$ cat config.mk
export PLATFORM = sky130hd
export DESIGN_NAME = loop_segment_timing_stats_core_flat
export DESIGN_NICKNAME = d
export VERILOG_FILES = /design/src/hdl/lsts_pkg.sv /design/src/hdl/lsts_ifs.sv /design/src/hdl/loop_segment_timing_stats_core.sv /design/src/flat_wrapper.sv
export SDC_FILE = /design/constraint.sdc
export NUM_CORES = 2
export LEC_CHECK = 0
export CAP_MARGIN = 15
export CORE_UTILIZATION = 40
export CTS_CLUSTER_DIAMETER = 150
export DETAILED_ROUTE_END_ITERATION = 16
export DONT_BUFFER_PORTS = 1
export GPL_ROUTABILITY_DRIVEN = 0
export SYNTH_ARGS = -nofsm -noshare
export SYNTH_HDL_FRONTEND = slang
export SYNTH_SLANG_ARGS = --single-unit
$ cat constraint.sdc
create_clock -name clk -period 5.55 [get_ports clk]
set_input_delay 0 -clock clk [delete_from_list [all_inputs] [get_ports clk]]
set_output_delay 0 -clock clk [all_outputs]
set_load 0.02 [all_outputs]
$ cat src/hdl/lsts_pkg.sv
// ----------------------------------------------------------------------------
// lsts_pkg
// Widths, codes and the statistics entry type of the loop timing profiler.
// ----------------------------------------------------------------------------
package lsts_pkg;

  localparam int MAX_SEGS   = 8;
  localparam int ENTRIES    = MAX_SEGS + 1;           // period plus segments
  localparam int ADDR_W     = $clog2(ENTRIES);
  localparam int SEGN_W     = $clog2(MAX_SEGS + 2);   // counts up to MAX_SEGS+1

  localparam int TIME_W     = 32;
  localparam int KIND_W     = 2;
  localparam int ID_W       = 4;
  localparam int ACT_W      = 4;
  localparam int WIN_W      = 16;
  localparam int DIV_CNT_W  = $clog2(TIME_W);

  localparam int CFG_IDX_W  = 2;
  localparam int CFG_DATA_W = 16;

  // Event kinds
  localparam logic [KIND_W-1:0] KIND_BEGIN = 2'd0;
  localparam logic [KIND_W-1:0] KIND_SEG   = 2'd1;
  localparam logic [KIND_W-1:0] KIND_END   = 2'd2;

  // Register indexes
  localparam logic [CFG_IDX_W-1:0] CFG_ACTIVE_SEGS = 2'd0;
  localparam logic [CFG_IDX_W-1:0] CFG_LOOPS_WIN   = 2'd1;

  localparam logic [ACT_W-1:0] ACT_RESET = 4'd8;
  localparam logic [WIN_W-1:0] WIN_RESET = 16'd100;

  typedef struct packed {
    logic [TIME_W-1:0] mn;
    logic [TIME_W-1:0] mx;
    logic [TIME_W-1:0] sm;
  } stats_t;

  localparam stats_t STATS_EMPTY = '{mn: {TIME_W{1'b1}}, mx: '0, sm: '0};

endpackage

$ cat src/hdl/lsts_ifs.sv
// ----------------------------------------------------------------------------
// lsts_ifs
// Valid/ready channels of the profiler: events in, records out, config writes.
// ----------------------------------------------------------------------------
interface lsts_in_if import lsts_pkg::*; ();
  logic              valid;
  logic              ready;
  logic [KIND_W-1:0] kind;
  logic [TIME_W-1:0] time_us;

  modport source (output valid, kind, time_us, input ready);
  modport sink   (input valid, kind, time_us, output ready);
endinterface

interface lsts_out_if import lsts_pkg::*; ();
  logic              valid;
  logic              ready;
  logic [ID_W-1:0]   record_id;
  logic [TIME_W-1:0] min_us;
  logic [TIME_W-1:0] avg_us;
  logic [TIME_W-1:0] max_us;
  logic              last;

  modport source (output valid, record_id, min_us, avg_us, max_us, last, input ready);
  modport sink   (input valid, record_id, min_us, avg_us, max_us, last, output ready);
endinterface

interface lsts_cfg_if import lsts_pkg::*; ();
  logic                  valid;
  logic                  ready;
  logic [CFG_IDX_W-1:0]  index;
  logic [CFG_DATA_W-1:0] data;

  modport source (output valid, index, data, input ready);
  modport sink   (input valid, index, data, output ready);
endinterface

$ cat src/hdl/loop_segment_timing_stats_core.sv
// Event handling: the event is taken, its stats entry is read from the
// stats memory, then merged and written back; the next event is taken once the block is idle again.
// Report, per record: read, capture, 32 steps of the one-bit-per-cycle
// divider for the average, output load; a report holds 1 + min(active_segments, 8) records.
// Reset (rst_n low, synchronous): control state and per-entry valid bits clear, so
// every entry reads as empty (min all ones, max and sum zero); no clearing pass.
// ----------------------------------------------------------------------------
// loop_segment_timing_stats_core
// Windowed min/average/max profiler for loop periods and loop segment times.
// ----------------------------------------------------------------------------
module loop_segment_timing_stats_core
  import lsts_pkg::*;
(
  input  logic       clk,
  input  logic       rst_n,
  lsts_in_if.sink    in_if,
  lsts_out_if.source out_if,
  lsts_cfg_if.sink   cfg_if
);

  // Sequencer states
  localparam logic [2:0] S_IDLE    = 3'd0;  // wait for an event
  localparam logic [2:0] S_UPD     = 3'd1;  // merge the duration, write back
  localparam logic [2:0] S_RPT_RD  = 3'd2;  // read one record of the report
  localparam logic [2:0] S_RPT_CAP = 3'd3;  // capture it, start the divider
  localparam logic [2:0] S_DIV     = 3'd4;  // sum / window, one bit a cycle
  localparam logic [2:0] S_RPT_OUT = 3'd5;  // hand the record to the output

  logic [2:0] state_r, state_nxt;

  // Configuration
  logic [ACT_W-1:0] act_r;
  logic [WIN_W-1:0] win_r;

  // Loop tracking
  logic [TIME_W-1:0] prev_begin_r;
  logic              begin_seen_r;
  logic [TIME_W-1:0] seg_start_r;
  logic [SEGN_W-1:0] seg_num_r;
  logic [WIN_W-1:0]  loops_r;

  // Event in flight
  logic [TIME_W-1:0] dur_r;
  logic              rec_r;
  logic              rpt_pend_r;

  // Stats memory, one entry per record id; entry 0 is the loop period
  stats_t            mem [ENTRIES];
  stats_t            rd_data_r;
  logic [ADDR_W-1:0] rd_addr;
  logic [ADDR_W-1:0] rd_addr_r;
  logic              mem_we;
  stats_t            upd;
  logic [ENTRIES-1:0] vld_r;
  stats_t            cur;

  // Report and divider
  logic [ADDR_W-1:0]    rpt_idx_r;
  logic [TIME_W-1:0]    mn_r, mx_r;
  logic [TIME_W-1:0]    quo_r;
  logic [WIN_W-1:0]     rem_r;
  logic [WIN_W-1:0]     div_r;
  logic [DIV_CNT_W-1:0] cnt_r;
  logic [WIN_W:0]       div_sh;
  logic                 div_ge;
  logic [WIN_W-1:0]     rem_nxt;

  // Output register
  logic              out_valid_r;
  logic [ID_W-1:0]   out_id_r;
  logic [TIME_W-1:0] out_min_r, out_avg_r, out_max_r;
  logic              out_last_r;
  logic              out_load;

  // Derived controls
  logic [ADDR_W-1:0] eff_segs;
  logic [WIN_W-1:0]  eff_win;
  logic              in_take;
  logic              cfg_take;
  logic [TIME_W-1:0] in_dur;
  logic              in_rec;
  logic              seg_rec;
  logic [ADDR_W-1:0] in_addr;
  logic [WIN_W-1:0]  loops_inc;
  logic              in_rpt;
  logic              rpt_last;

  // Clamp the segment count to the table size and a zero window to one.
  assign eff_segs = (act_r > ACT_W'(MAX_SEGS)) ? ADDR_W'(MAX_SEGS) : ADDR_W'(act_r);
  assign eff_win  = (win_r == '0) ? WIN_W'(1) : win_r;

  assign in_if.ready  = (state_r == S_IDLE);
  assign in_take      = in_if.valid && in_if.ready;
  assign cfg_if.ready = 1'b1;
  assign cfg_take     = cfg_if.valid;

  // Classify the incoming event: which entry it touches and whether it records.
  assign seg_rec   = (seg_num_r < SEGN_W'(eff_segs));
  assign loops_inc = loops_r + WIN_W'(1);
  assign in_rpt    = (in_if.kind == KIND_END) &&
                     ((loops_inc == '0) || (loops_inc >= eff_win));

  always_comb begin
    in_dur  = in_if.time_us - seg_start_r;
    in_rec  = 1'b0;
    in_addr = '0;
    case (in_if.kind)
      KIND_BEGIN: begin
        in_dur = in_if.time_us - prev_begin_r;
        in_rec = begin_seen_r;
      end
      KIND_SEG, KIND_END: begin
        in_rec  = seg_rec;
        in_addr = seg_rec ? ADDR_W'(seg_num_r + SEGN_W'(1)) : '0;
      end
      default: begin
        in_rec = 1'b0;
      end
    endcase
  end

  // Memory address: the event's entry while idle, the report index otherwise.
  assign rd_addr = (state_r == S_IDLE) ? in_addr : rpt_idx_r;

  // An entry whose valid bit is clear holds its empty value.
  assign cur = vld_r[rd_addr_r] ? rd_data_r : STATS_EMPTY;

  always_comb begin
    upd.mn = (dur_r < cur.mn) ? dur_r : cur.mn;
    upd.mx = (dur_r > cur.mx) ? dur_r : cur.mx;
    upd.sm = cur.sm + dur_r;
  end

  assign mem_we = (state_r == S_UPD) && rec_r;

  always_ff @(posedge clk) begin
    if (mem_we) begin
      mem[rd_addr_r] <= upd;
    end
    rd_data_r <= mem[rd_addr];
    rd_addr_r <= rd_addr;
  end

  // Restoring divider step: shift one dividend bit into the remainder.
  assign div_sh  = {rem_r, quo_r[TIME_W-1]};
  assign div_ge  = (div_sh >= {1'b0, div_r});
  assign rem_nxt = div_ge ? WIN_W'(div_sh - {1'b0, div_r}) : div_sh[WIN_W-1:0];

  assign rpt_last = (rpt_idx_r == eff_segs);
  assign out_load = (state_r == S_RPT_OUT) && (!out_valid_r || out_if.ready);

  // Sequencer
  always_comb begin
    state_nxt = state_r;
    case (state_r)
      S_IDLE:    if (in_take) state_nxt = S_UPD;
      S_UPD:     state_nxt = rpt_pend_r ? S_RPT_RD : S_IDLE;
      S_RPT_RD:  state_nxt = S_RPT_CAP;
      S_RPT_CAP: state_nxt = S_DIV;
      S_DIV:     if (cnt_r == DIV_CNT_W'(TIME_W - 1)) state_nxt = S_RPT_OUT;
      S_RPT_OUT: begin
        if (out_load) state_nxt = rpt_last ? S_IDLE : S_RPT_RD;
      end
      default:   state_nxt = S_IDLE;
    endcase
  end

  // Control registers
  always_ff @(posedge clk) begin
    if (!rst_n) begin
      state_r      <= S_IDLE;
      act_r        <= ACT_RESET;
      win_r        <= WIN_RESET;
      prev_begin_r <= '0;
      begin_seen_r <= 1'b0;
      seg_start_r  <= '0;
      seg_num_r    <= '0;
      loops_r      <= '0;
      rpt_pend_r   <= 1'b0;
      rec_r        <= 1'b0;
      vld_r        <= '0;
      rpt_idx_r    <= '0;
      out_valid_r  <= 1'b0;
    end else begin
      state_r <= state_nxt;

      if (cfg_take) begin
        case (cfg_if.index)
          CFG_ACTIVE_SEGS: act_r <= cfg_if.data[ACT_W-1:0];
          CFG_LOOPS_WIN:   win_r <= cfg_if.data[WIN_W-1:0];
          default:         ;
        endcase
      end

      // Advance the loop tracking on each accepted begin, segment or end event.
      if (in_take) begin
        rec_r      <= in_rec;
        rpt_pend_r <= in_rpt;
        case (in_if.kind)
          KIND_BEGIN: begin
            prev_begin_r <= in_if.time_us;
            begin_seen_r <= 1'b1;
            seg_num_r    <= '0;
            seg_start_r  <= in_if.time_us;
          end
          KIND_SEG, KIND_END: begin
            if (seg_num_r != SEGN_W'(MAX_SEGS + 1)) begin
              seg_num_r <= seg_num_r + SEGN_W'(1);
            end
            seg_start_r <= in_if.time_us;
            if (in_if.kind == KIND_END) begin
              loops_r <= in_rpt ? '0 : loops_inc;
            end
          end
          default: ;
        endcase
      end

      if (mem_we) begin
        vld_r[rd_addr_r] <= 1'b1;
      end

      if (state_r == S_UPD) begin
        rpt_idx_r <= '0;
      end

      // Drop the entry back to empty once it has been read for the report.
      if (state_r == S_RPT_CAP) begin
        vld_r[rd_addr_r] <= 1'b0;
      end

      if (out_load && !rpt_last) begin
        rpt_idx_r <= rpt_idx_r + ADDR_W'(1);
      end

      if (out_load) begin
        out_valid_r <= 1'b1;
      end else if (out_if.ready) begin
        out_valid_r <= 1'b0;
      end
    end
  end

  // Duration capture and report datapath: capture, divide, load the output register
  always_ff @(posedge clk) begin
    if (in_take) begin
      dur_r <= in_dur;
    end
    if (state_r == S_RPT_CAP) begin
      mn_r  <= cur.mn;
      mx_r  <= cur.mx;
      quo_r <= cur.sm;
      rem_r <= '0;
      div_r <= eff_win;
      cnt_r <= '0;
    end else if (state_r == S_DIV) begin
      quo_r <= {quo_r[TIME_W-2:0], div_ge};
      rem_r <= rem_nxt;
      cnt_r <= cnt_r + DIV_CNT_W'(1);
    end
    if (out_load) begin
      out_id_r   <= ID_W'(rpt_idx_r);
      out_min_r  <= mn_r;
      out_avg_r  <= quo_r;
      out_max_r  <= mx_r;
      out_last_r <= rpt_last;
    end
  end

  assign out_if.valid     = out_valid_r;
  assign out_if.record_id = out_id_r;
  assign out_if.min_us    = out_min_r;
  assign out_if.avg_us    = out_avg_r;
  assign out_if.max_us    = out_max_r;
  assign out_if.last      = out_last_r;

endmodule

$ cat src/flat_wrapper.sv
// flat-port wrapper written by rule: the top's interface ports become plain ports
module loop_segment_timing_stats_core_flat import lsts_pkg::*;
  (clk, rst_n, in_if_valid, in_if_kind, in_if_time_us, in_if_ready, out_if_valid, out_if_record_id, out_if_min_us, out_if_avg_us, out_if_max_us, out_if_last, out_if_ready, cfg_if_valid, cfg_if_index, cfg_if_data, cfg_if_ready);
  lsts_in_if in_if_i ();
  lsts_out_if out_if_i ();
  lsts_cfg_if cfg_if_i ();
  input  logic clk;
  input  logic rst_n;
  input wire logic [$bits(in_if_i.valid)-1:0] in_if_valid;
  input wire logic [$bits(in_if_i.kind)-1:0] in_if_kind;
  input wire logic [$bits(in_if_i.time_us)-1:0] in_if_time_us;
  output wire logic [$bits(in_if_i.ready)-1:0] in_if_ready;
  output wire logic [$bits(out_if_i.valid)-1:0] out_if_valid;
  output wire logic [$bits(out_if_i.record_id)-1:0] out_if_record_id;
  output wire logic [$bits(out_if_i.min_us)-1:0] out_if_min_us;
  output wire logic [$bits(out_if_i.avg_us)-1:0] out_if_avg_us;
  output wire logic [$bits(out_if_i.max_us)-1:0] out_if_max_us;
  output wire logic [$bits(out_if_i.last)-1:0] out_if_last;
  input wire logic [$bits(out_if_i.ready)-1:0] out_if_ready;
  input wire logic [$bits(cfg_if_i.valid)-1:0] cfg_if_valid;
  input wire logic [$bits(cfg_if_i.index)-1:0] cfg_if_index;
  input wire logic [$bits(cfg_if_i.data)-1:0] cfg_if_data;
  output wire logic [$bits(cfg_if_i.ready)-1:0] cfg_if_ready;
  assign in_if_i.valid = in_if_valid;
  assign in_if_i.kind = in_if_kind;
  assign in_if_i.time_us = in_if_time_us;
  assign in_if_ready = in_if_i.ready;
  assign out_if_valid = out_if_i.valid;
  assign out_if_record_id = out_if_i.record_id;
  assign out_if_min_us = out_if_i.min_us;
  assign out_if_avg_us = out_if_i.avg_us;
  assign out_if_max_us = out_if_i.max_us;
  assign out_if_last = out_if_i.last;
  assign out_if_i.ready = out_if_ready;
  assign cfg_if_i.valid = cfg_if_valid;
  assign cfg_if_i.index = cfg_if_index;
  assign cfg_if_i.data = cfg_if_data;
  assign cfg_if_ready = cfg_if_i.ready;
  loop_segment_timing_stats_core u_core (.clk(clk), .rst_n(rst_n), .in_if(in_if_i), .out_if(out_if_i), .cfg_if(cfg_if_i));
endmodule
# Word-level counts from Yosys, hierarchy flattened
# Memory sizes are Yosys's and may differ from the RTL's. A register that Yosys moved wholly into a read port is not among the register bits.
# Cells that the tools add are included.
totals:
  wordCells: 124
  in_bits: 57
  reg_bits: 394
  out_inout_bits: 104
  ram_bits: 864
  memories: 1
mem_list:
  columns: ["name", "words", "word_bits", "rd", "rd_ports_with_merged_regs", "write_ports", "line_no", "text"]
  rows:
  - ["u_core.mem", 9, 96, 1, 1, 1, "loop_segment_timing_stats_core.sv:48", "stats_t mem [ENTRIES];"]
classes:
  eq_ne: 15
  n_reduce_logical: 28
  n_lt_le_gt_ge: 8
  n_mux: 35
  bitwise_logic: 3
  n_addsub: 8
ops:
  columns: ["cell", "count"]
  rows:
  - ["$mux 32", 5]
  - ["$mux 96", 1]
  - ["$sub 32x32->32", 2]
  - ["$mux 16", 3]
  - ["$add 32x32->32", 1]
  - ["$gt 32x32->1", 1]
  - ["$logic_not 16->1", 2]
  - ["$lt 32x32->1", 1]
  - ["$mux 4", 7]
  - ["$mux 9", 3]
  - ["$pmux 3 s6", 1]
  - ["$ge 17x16->1", 1]
  - ["$add 16x1->16 const B", 1]
  - ["$ge 16x16->1", 1]
  - ["$sub 16x16->16", 1]
  - ["$and 9x9->9", 1]
  - ["$mux 3", 3]
  - ["$not 9->9", 1]
  - ["$or 9x9->9", 1]
  - ["$reduce_and 3->1", 3]
  - ["$add 4x1->4 const B", 2]
  - ["$pmux 4 s2", 1]
  - ["$reduce_and 2->1", 4]
  - ["$reduce_bool 2->1", 4]
  - ["27 further kinds", 46]

# Logic depth before layout (Yosys ltp)
depth:
  word_depth: 9
  ltp_mapped: 19
  depth_no_buf: 16

# Worst setup path before layout
# Ideal clock, no wire load.
synth_path:
  path_kind: "reg2reg"
  start: "register u_core.state_r[0]"
  end: "register u_core.vld_r[2]"
  path_slack_ns: -0.065
  path_buffers: 1
  t_arrival_ns: 5.539
  stages_incl_launch_ff: 7
  synth_period_minus_slack_ns: 5.615
  cell_sequence: "dfxtp_1 > buf_2 > nand2b_1 > nor2_1 > nand3_1 > nor2_1 > o221a_2"
synth_via:
  elab_chain_len: 6
  word_cells_on_any_way: 7
  classes_between: "2 x eq/ne; 3 x mux; 1 x bitwise; 1 x reduce/logical"
synth_rtl:
  columns: ["element", "line_no", "text"]
  rows:
  - ["from (decl)", "loop_segment_timing_stats_core.sv:29", "logic [2:0] state_r, state_nxt;"]
  - ["from (signal assigned)", "loop_segment_timing_stats_core.sv:185", "state_r <= state_nxt;"]
  - ["$eq 3x1->1", "loop_segment_timing_stats_core.sv:134", "assign mem_we = (state_r == S_UPD) && rec_r;"]
  - ["$logic_and 1x1->1", "loop_segment_timing_stats_core.sv:134", null]
  - ["$mux 9", "loop_segment_timing_stats_core.sv:219", "if (mem_we) begin"]
  - ["$mux 9", "loop_segment_timing_stats_core.sv:170", "if (!rst_n) begin"]
  - ["$and 9x9->9 (no source line)", null, null]
  - ["$mux 9 (*)", "loop_segment_timing_stats_core.sv:228", "if (state_r == S_RPT_CAP) begin"]
  - ["to (signal assigned)", "loop_segment_timing_stats_core.sv:181", "vld_r <= '0;"]
  - ["to (signal, indexed assignment)", "loop_segment_timing_stats_core.sv:220", "vld_r[rd_addr_r] <= 1'b1;"]
  - ["to (signal, indexed assignment)", "loop_segment_timing_stats_core.sv:229", "vld_r[rd_addr_r] <= 1'b0;"]
  - ["to (decl)", "loop_segment_timing_stats_core.sv:54", "logic [ENTRIES-1:0] vld_r;"]
# Mark *: on every way between the ends. The rest lies on a longest branch, timed or not. The select of a mux whose other input is x is not followed.
# A chain may end at the register's enable or synchronous reset.

==> reports/summary.md <==
• **Seq/Total Area, Yosys** 67.0%
• **worst reg2reg path endpoint** u_core.mem[3][72]
• **Crit path arrival time** 5.68 ns
• **ratio of routed vias to standard cells** 5.35
• **cell accounting for the most synthesized area** sky130_fd_sc_hd__edfxtp_1
• **number of unique standard cell types used by synthesis** 90
• **depth of the worst register-to-register path** 16
• **leakage dissipation** 23.1 nW
• **number of antenna violations at the first check in global routing** 6
• **global-route wire length before repair** 221 mm
• **height of the die** 380 um
• **number of setup buffers added after CTS** 0
• **Floorplan Core Area** 0.142 mm^2
• **Clock Skews** 0.0406 ns
• **count of flip-flops with a built-in enable after synthesis** 1109
• **Final Setup Violations** 0
• **CP delay by family, top** compound AO/OA/AOI/OAI gates
• **number of flip-flops and latches in the synthesized netlist** 1354
• **Horiz. Die Dim** 380 um
• **# rows** 138
• **WP data required** 6.04 ns
• **worst setup timing slack at the placement stage** 0.110 ns
• **global routing usage summed across all routing layers** 20.4%
• **DP HPWL** 83.4 mm
• **number of nets still failing antenna checks after routing** 0
• **most used cell along the critical path** sky130_fd_sc_hd__buf_4
• **Routed WL** 150 mm
• **result of the run** finished clean
• **Final Hold Fails** 0
• **delay of the slowest critical-path stage** 0.53 ns
• **max_slew headroom** 25.4%
• **slowest stage cell on the critical path** sky130_fd_sc_hd__mux4_2
• **share of flip-flops with an asynchronous set or reset after synthesis** 0%
• **combined area of all synthesized cells** 0.0570 mm^2
• **highest layer used for signal routing** met5
• **power density over the cells** 360 mW/mm^2
• **dominant synthesized flop cell** sky130_fd_sc_hd__edfxtp_1
• **Gate Count Post-Synth** 4466
• **setup slack of the critical path after layout** 0.354 ns
• **synthesized area per cell** 12.8 um^2
• **crit path time final** 5.20 ns
• **total number of yosys warnings** 0
• **CTS tree** yes
• **synth top area cells** sky130_fd_sc_hd__edfxtp_1, sky130_fd_sc_hd__dfxtp_1, sky130_fd_sc_hd__nand2_1
• **CTS H-tree lvls** 4
• **fraction of layout cells with a size suffix above 1** 10.1%
• **wire length on met2** 69.8 mm
• **number of buffers inserted by port buffering** 0
• **worst r2r src** u_core.rd_addr_r[0]
• **worst hold path stage count** 5
• **count of buffer and inverter cells on the critical path** 3
• **final-report max-slew violation count** 0
• **GRT overflow** 0
• **Worst Setup Start Kind** flip-flop
• **Skew-Pair Late Insertion Delay** 0.79 ns
• **maximum number of pins on one net before global-route repair** 151
• **average wire per cell in the routed design** 22.7 um
• **vias** 35.4k
• **Worst Hold Path EP** u_core.seg_start_r[0]
• **HP Class** primary input to flip-flop
• **Post-layout nets** 4841
• **clock-pin slew of the registers on the worst-case setup and hold paths** 0.06 ns
• **initial cell density of the core** 40.3%
• **biggest fanout along the worst timing path** 12
• **final period utilization** 93.6%
• **Die ar.** 0.144 mm^2
• **crit path cell chain** mux4_2, nor2b_1, a31oi_1, o22a_2, buf_4, nor2_1, ha_1, nand4_1, a2111oi_1, a2111oi_0, o21ai_1, a2111oi_1, buf_4, a31oi_4, buf_4, mux2_1
• **portion of synthesized cell area occupied by the leading cell type** 58.4%
• **drt drc** 0
• **worst setup path category** flip-flop to flip-flop
• **CTS max path bufs** 3
• **Worst setup EP type** flip-flop
• **synthesis-to-finish area growth** 15.4%
• **met3 routed wirelength** 10.8 mm
• **syn nets** 4697
• **# IOs** 161
• **maximum operating frequency** 192 MHz
• **Hold Crit Start** in_if_kind[0]
• **total clock buffers created by CTS** 147
• **iteration count of the initial detailed-routing pass** 6
• **worst IR drop on VDD** 0.267 mV
• **drt initial violations** 3105
• **pin slew with the least headroom to its limit** 1.12 ns
• **Met1 Routed Length** 64.4 mm
• **power consumption** 23.7 mW
• **slack of the worst reg-to-reg path** 0.35 ns
• **library cell used as clock root buffer** sky130_fd_sc_hd__clkbuf_16
• **via count of the first global-routing pass** 34.3k
• **total clock sinks** 1354
• **max-cap viol count** 0
[kinds of logic (layout without fill, tap and decap cells)]
logic type      after synthesis  count (layout)  synth area share (%)
xor+xnor                     87              87                  1.34
compound gates              726             726                  8.94
fa+ha+maj                   174             174                  3.86
buf+inv                     362             630                  2.83
flops                      1354            1354                  67.0
simple gates               1519            1519                  11.6
other cells                   1               2               0.00657
mux                         243             243                  4.49
[worst register-to-register path: stages, from the launching register on]
cell	delay (ns)
sky130_fd_sc_hd__dfxtp_1	0.46
sky130_fd_sc_hd__mux4_2	0.54
sky130_fd_sc_hd__nor2b_1	0.14
sky130_fd_sc_hd__a31oi_1	0.29
sky130_fd_sc_hd__o22a_2	0.38
sky130_fd_sc_hd__buf_4	0.20
sky130_fd_sc_hd__nor2_1	0.06
sky130_fd_sc_hd__ha_1	0.31
sky130_fd_sc_hd__nand4_1	0.12
sky130_fd_sc_hd__a2111oi_1	0.53
sky130_fd_sc_hd__a2111oi_0	0.19
sky130_fd_sc_hd__o21ai_1	0.21
sky130_fd_sc_hd__a2111oi_1	0.14
sky130_fd_sc_hd__buf_4	0.16
sky130_fd_sc_hd__a31oi_4	0.36
sky130_fd_sc_hd__buf_4	0.33
sky130_fd_sc_hd__mux2_1	0.49
[synth_stat cells (all sizes together) (20+ instances only)]
| cell type | instances |
|---|---|
| o22ai | 102 |
| inv | 127 |
| nand4 | 21 |
| a21boi | 93 |
| nor2b | 32 |
| a211oi | 106 |
| o21ai | 70 |
| a21o | 49 |
| nor3 | 22 |
| nand2b | 29 |
| xnor2 | 55 |
| and3 | 20 |
| mux2i | 147 |
| dfxtp | 245 |
| o21a | 21 |
| ha | 171 |
| a21oi | 190 |
| xor2 | 32 |
| and2 | 42 |
| nand3 | 237 |
| clkbuf | 132 |
| nand2 | 676 |
| mux2 | 95 |
| buf | 102 |
| edfxtp | 1109 |
| nor2 | 391 |
[state kept, by name, indices dropped and copies added, names as in the netlist, 32 cells and up, named ones only]
| name | count |
|---|---|
| u_core.dur_r | 32 |
| u_core.mem | 864 |
| u_core.mn_r | 32 |
| u_core.mx_r | 32 |
| u_core.out_if.avg_us | 32 |
| u_core.out_if.max_us | 32 |
| u_core.out_if.min_us | 32 |
| u_core.prev_begin_r | 32 |
| u_core.quo_r | 32 |
| u_core.rd_data_r | 96 |
| u_core.seg_start_r | 32 |
[power breakdown]
group          leakage [nW]  internal (mW)  total (mW)  switching, mW
clock network          2.39           5.63        9.79           4.16
registers              12.2           11.5        11.8          0.287
logic                  8.52          0.801        2.14           1.34
[area by class of cell]
type | count | area [um^2]
fillers | 12500 | 75800
flip-flops and latches | 1354 | 38200
multi-input cells | 2750 | 17400
clock buffers | 195 | 4040
repair buffers | 229 | 2390
well taps | 1890 | 2360
clock inverters | 78 | 882
inverters | 128 | 504
diodes | 1 | 2.50
[through the flow]
step,setup TNS [ns],util [%],hold slack (ns),area [um^2],instances
2_1_floorplan,-0.433,-,0.139,57000,4466
3_3_place_gp,0,41.8,0.107,59200,6191
3_5_place_dp,0,41.8,0.114,59200,6191
4_1_cts,0,46.5,0.00138,65800,6624
5_1_grt,-0.187,46.5,0.0380,65800,6625
6_report,0,46.5,0.0237,65800,6625
[worst max-delay path by stage]
stage,from,endpoint,slack [ns],cells past startpoint
2_1_floorplan,u_core.state_r[0],u_core.vld_r[2],-0.06,6
3_3_place_gp,u_core.rd_addr_r[0],u_core.mem[5][72],0.22,16
3_5_place_dp,u_core.rd_addr_r[0],u_core.mem[8][72],0.11,16
4_1_cts,u_core.rd_addr_r[0],u_core.mem[8][72],0.06,16
5_1_grt,u_core.rd_addr_r[0],u_core.mem[1][22],-0.02,18
6_report,u_core.rd_addr_r[0],u_core.mem[3][72],0.35,16
[placed cells by master (no fill, tap or decap), types with 9 or more instances in the layout]
| cell | count |
|---|---|
| sky130_fd_sc_hd__edfxtp_1 | 1109 |
| sky130_fd_sc_hd__nand2_1 | 675 |
| sky130_fd_sc_hd__nor2_1 | 380 |
| sky130_fd_sc_hd__dfxtp_1 | 245 |
| sky130_fd_sc_hd__nand3_1 | 236 |
| sky130_fd_sc_hd__a21oi_1 | 188 |
| sky130_fd_sc_hd__ha_1 | 170 |
| sky130_fd_sc_hd__dlygate4sd3_1 | 159 |
| sky130_fd_sc_hd__clkbuf_16 | 148 |
| sky130_fd_sc_hd__mux2i_1 | 147 |
| sky130_fd_sc_hd__inv_1 | 122 |
| sky130_fd_sc_hd__o22ai_1 | 100 |
| sky130_fd_sc_hd__a21boi_0 | 92 |
| sky130_fd_sc_hd__o21ai_0 | 67 |
| sky130_fd_sc_hd__mux2_2 | 66 |
| sky130_fd_sc_hd__a211oi_2 | 61 |
| sky130_fd_sc_hd__xnor2_1 | 53 |
| sky130_fd_sc_hd__a21o_1 | 49 |
| sky130_fd_sc_hd__buf_4 | 49 |
| sky130_fd_sc_hd__a211oi_1 | 45 |
| sky130_fd_sc_hd__and2_1 | 42 |
| sky130_fd_sc_hd__nor2b_1 | 32 |
| sky130_fd_sc_hd__clkbuf_1 | 31 |
| sky130_fd_sc_hd__nand2b_1 | 29 |
| sky130_fd_sc_hd__xor2_1 | 29 |
| sky130_fd_sc_hd__mux2_1 | 29 |
| sky130_fd_sc_hd__o21a_1 | 21 |
| sky130_fd_sc_hd__nand4_1 | 21 |
| sky130_fd_sc_hd__nor3_1 | 21 |
| sky130_fd_sc_hd__clkinv_1 | 21 |
| sky130_fd_sc_hd__clkinv_2 | 21 |
| sky130_fd_sc_hd__buf_12 | 20 |
| sky130_fd_sc_hd__and3_1 | 19 |
| sky130_fd_sc_hd__clkbuf_8 | 16 |
| sky130_fd_sc_hd__o211ai_1 | 13 |
| sky130_fd_sc_hd__a31oi_1 | 11 |
| sky130_fd_sc_hd__nor2_4 | 10 |
| sky130_fd_sc_hd__o221a_2 | 10 |
| sky130_fd_sc_hd__o21bai_1 | 9 |
| sky130_fd_sc_hd__bufinv_16 | 9 |
[routing by layer]
metal  vias to the layer above  global-route usage [%]
met4                         4                    7.77
met5                         -                       0
met3                       236                    4.43
li1                      16600                       -
met2                      1035                    32.7
met1                     17600                    27.0
[what timing repair did]
action	CTS	global route
hold buffers	160	0
setup endpoints to repair	0	288
resized for setup	0	9
endpoints found under the hold margin	210	0
(Power assumes the default switching activity.)
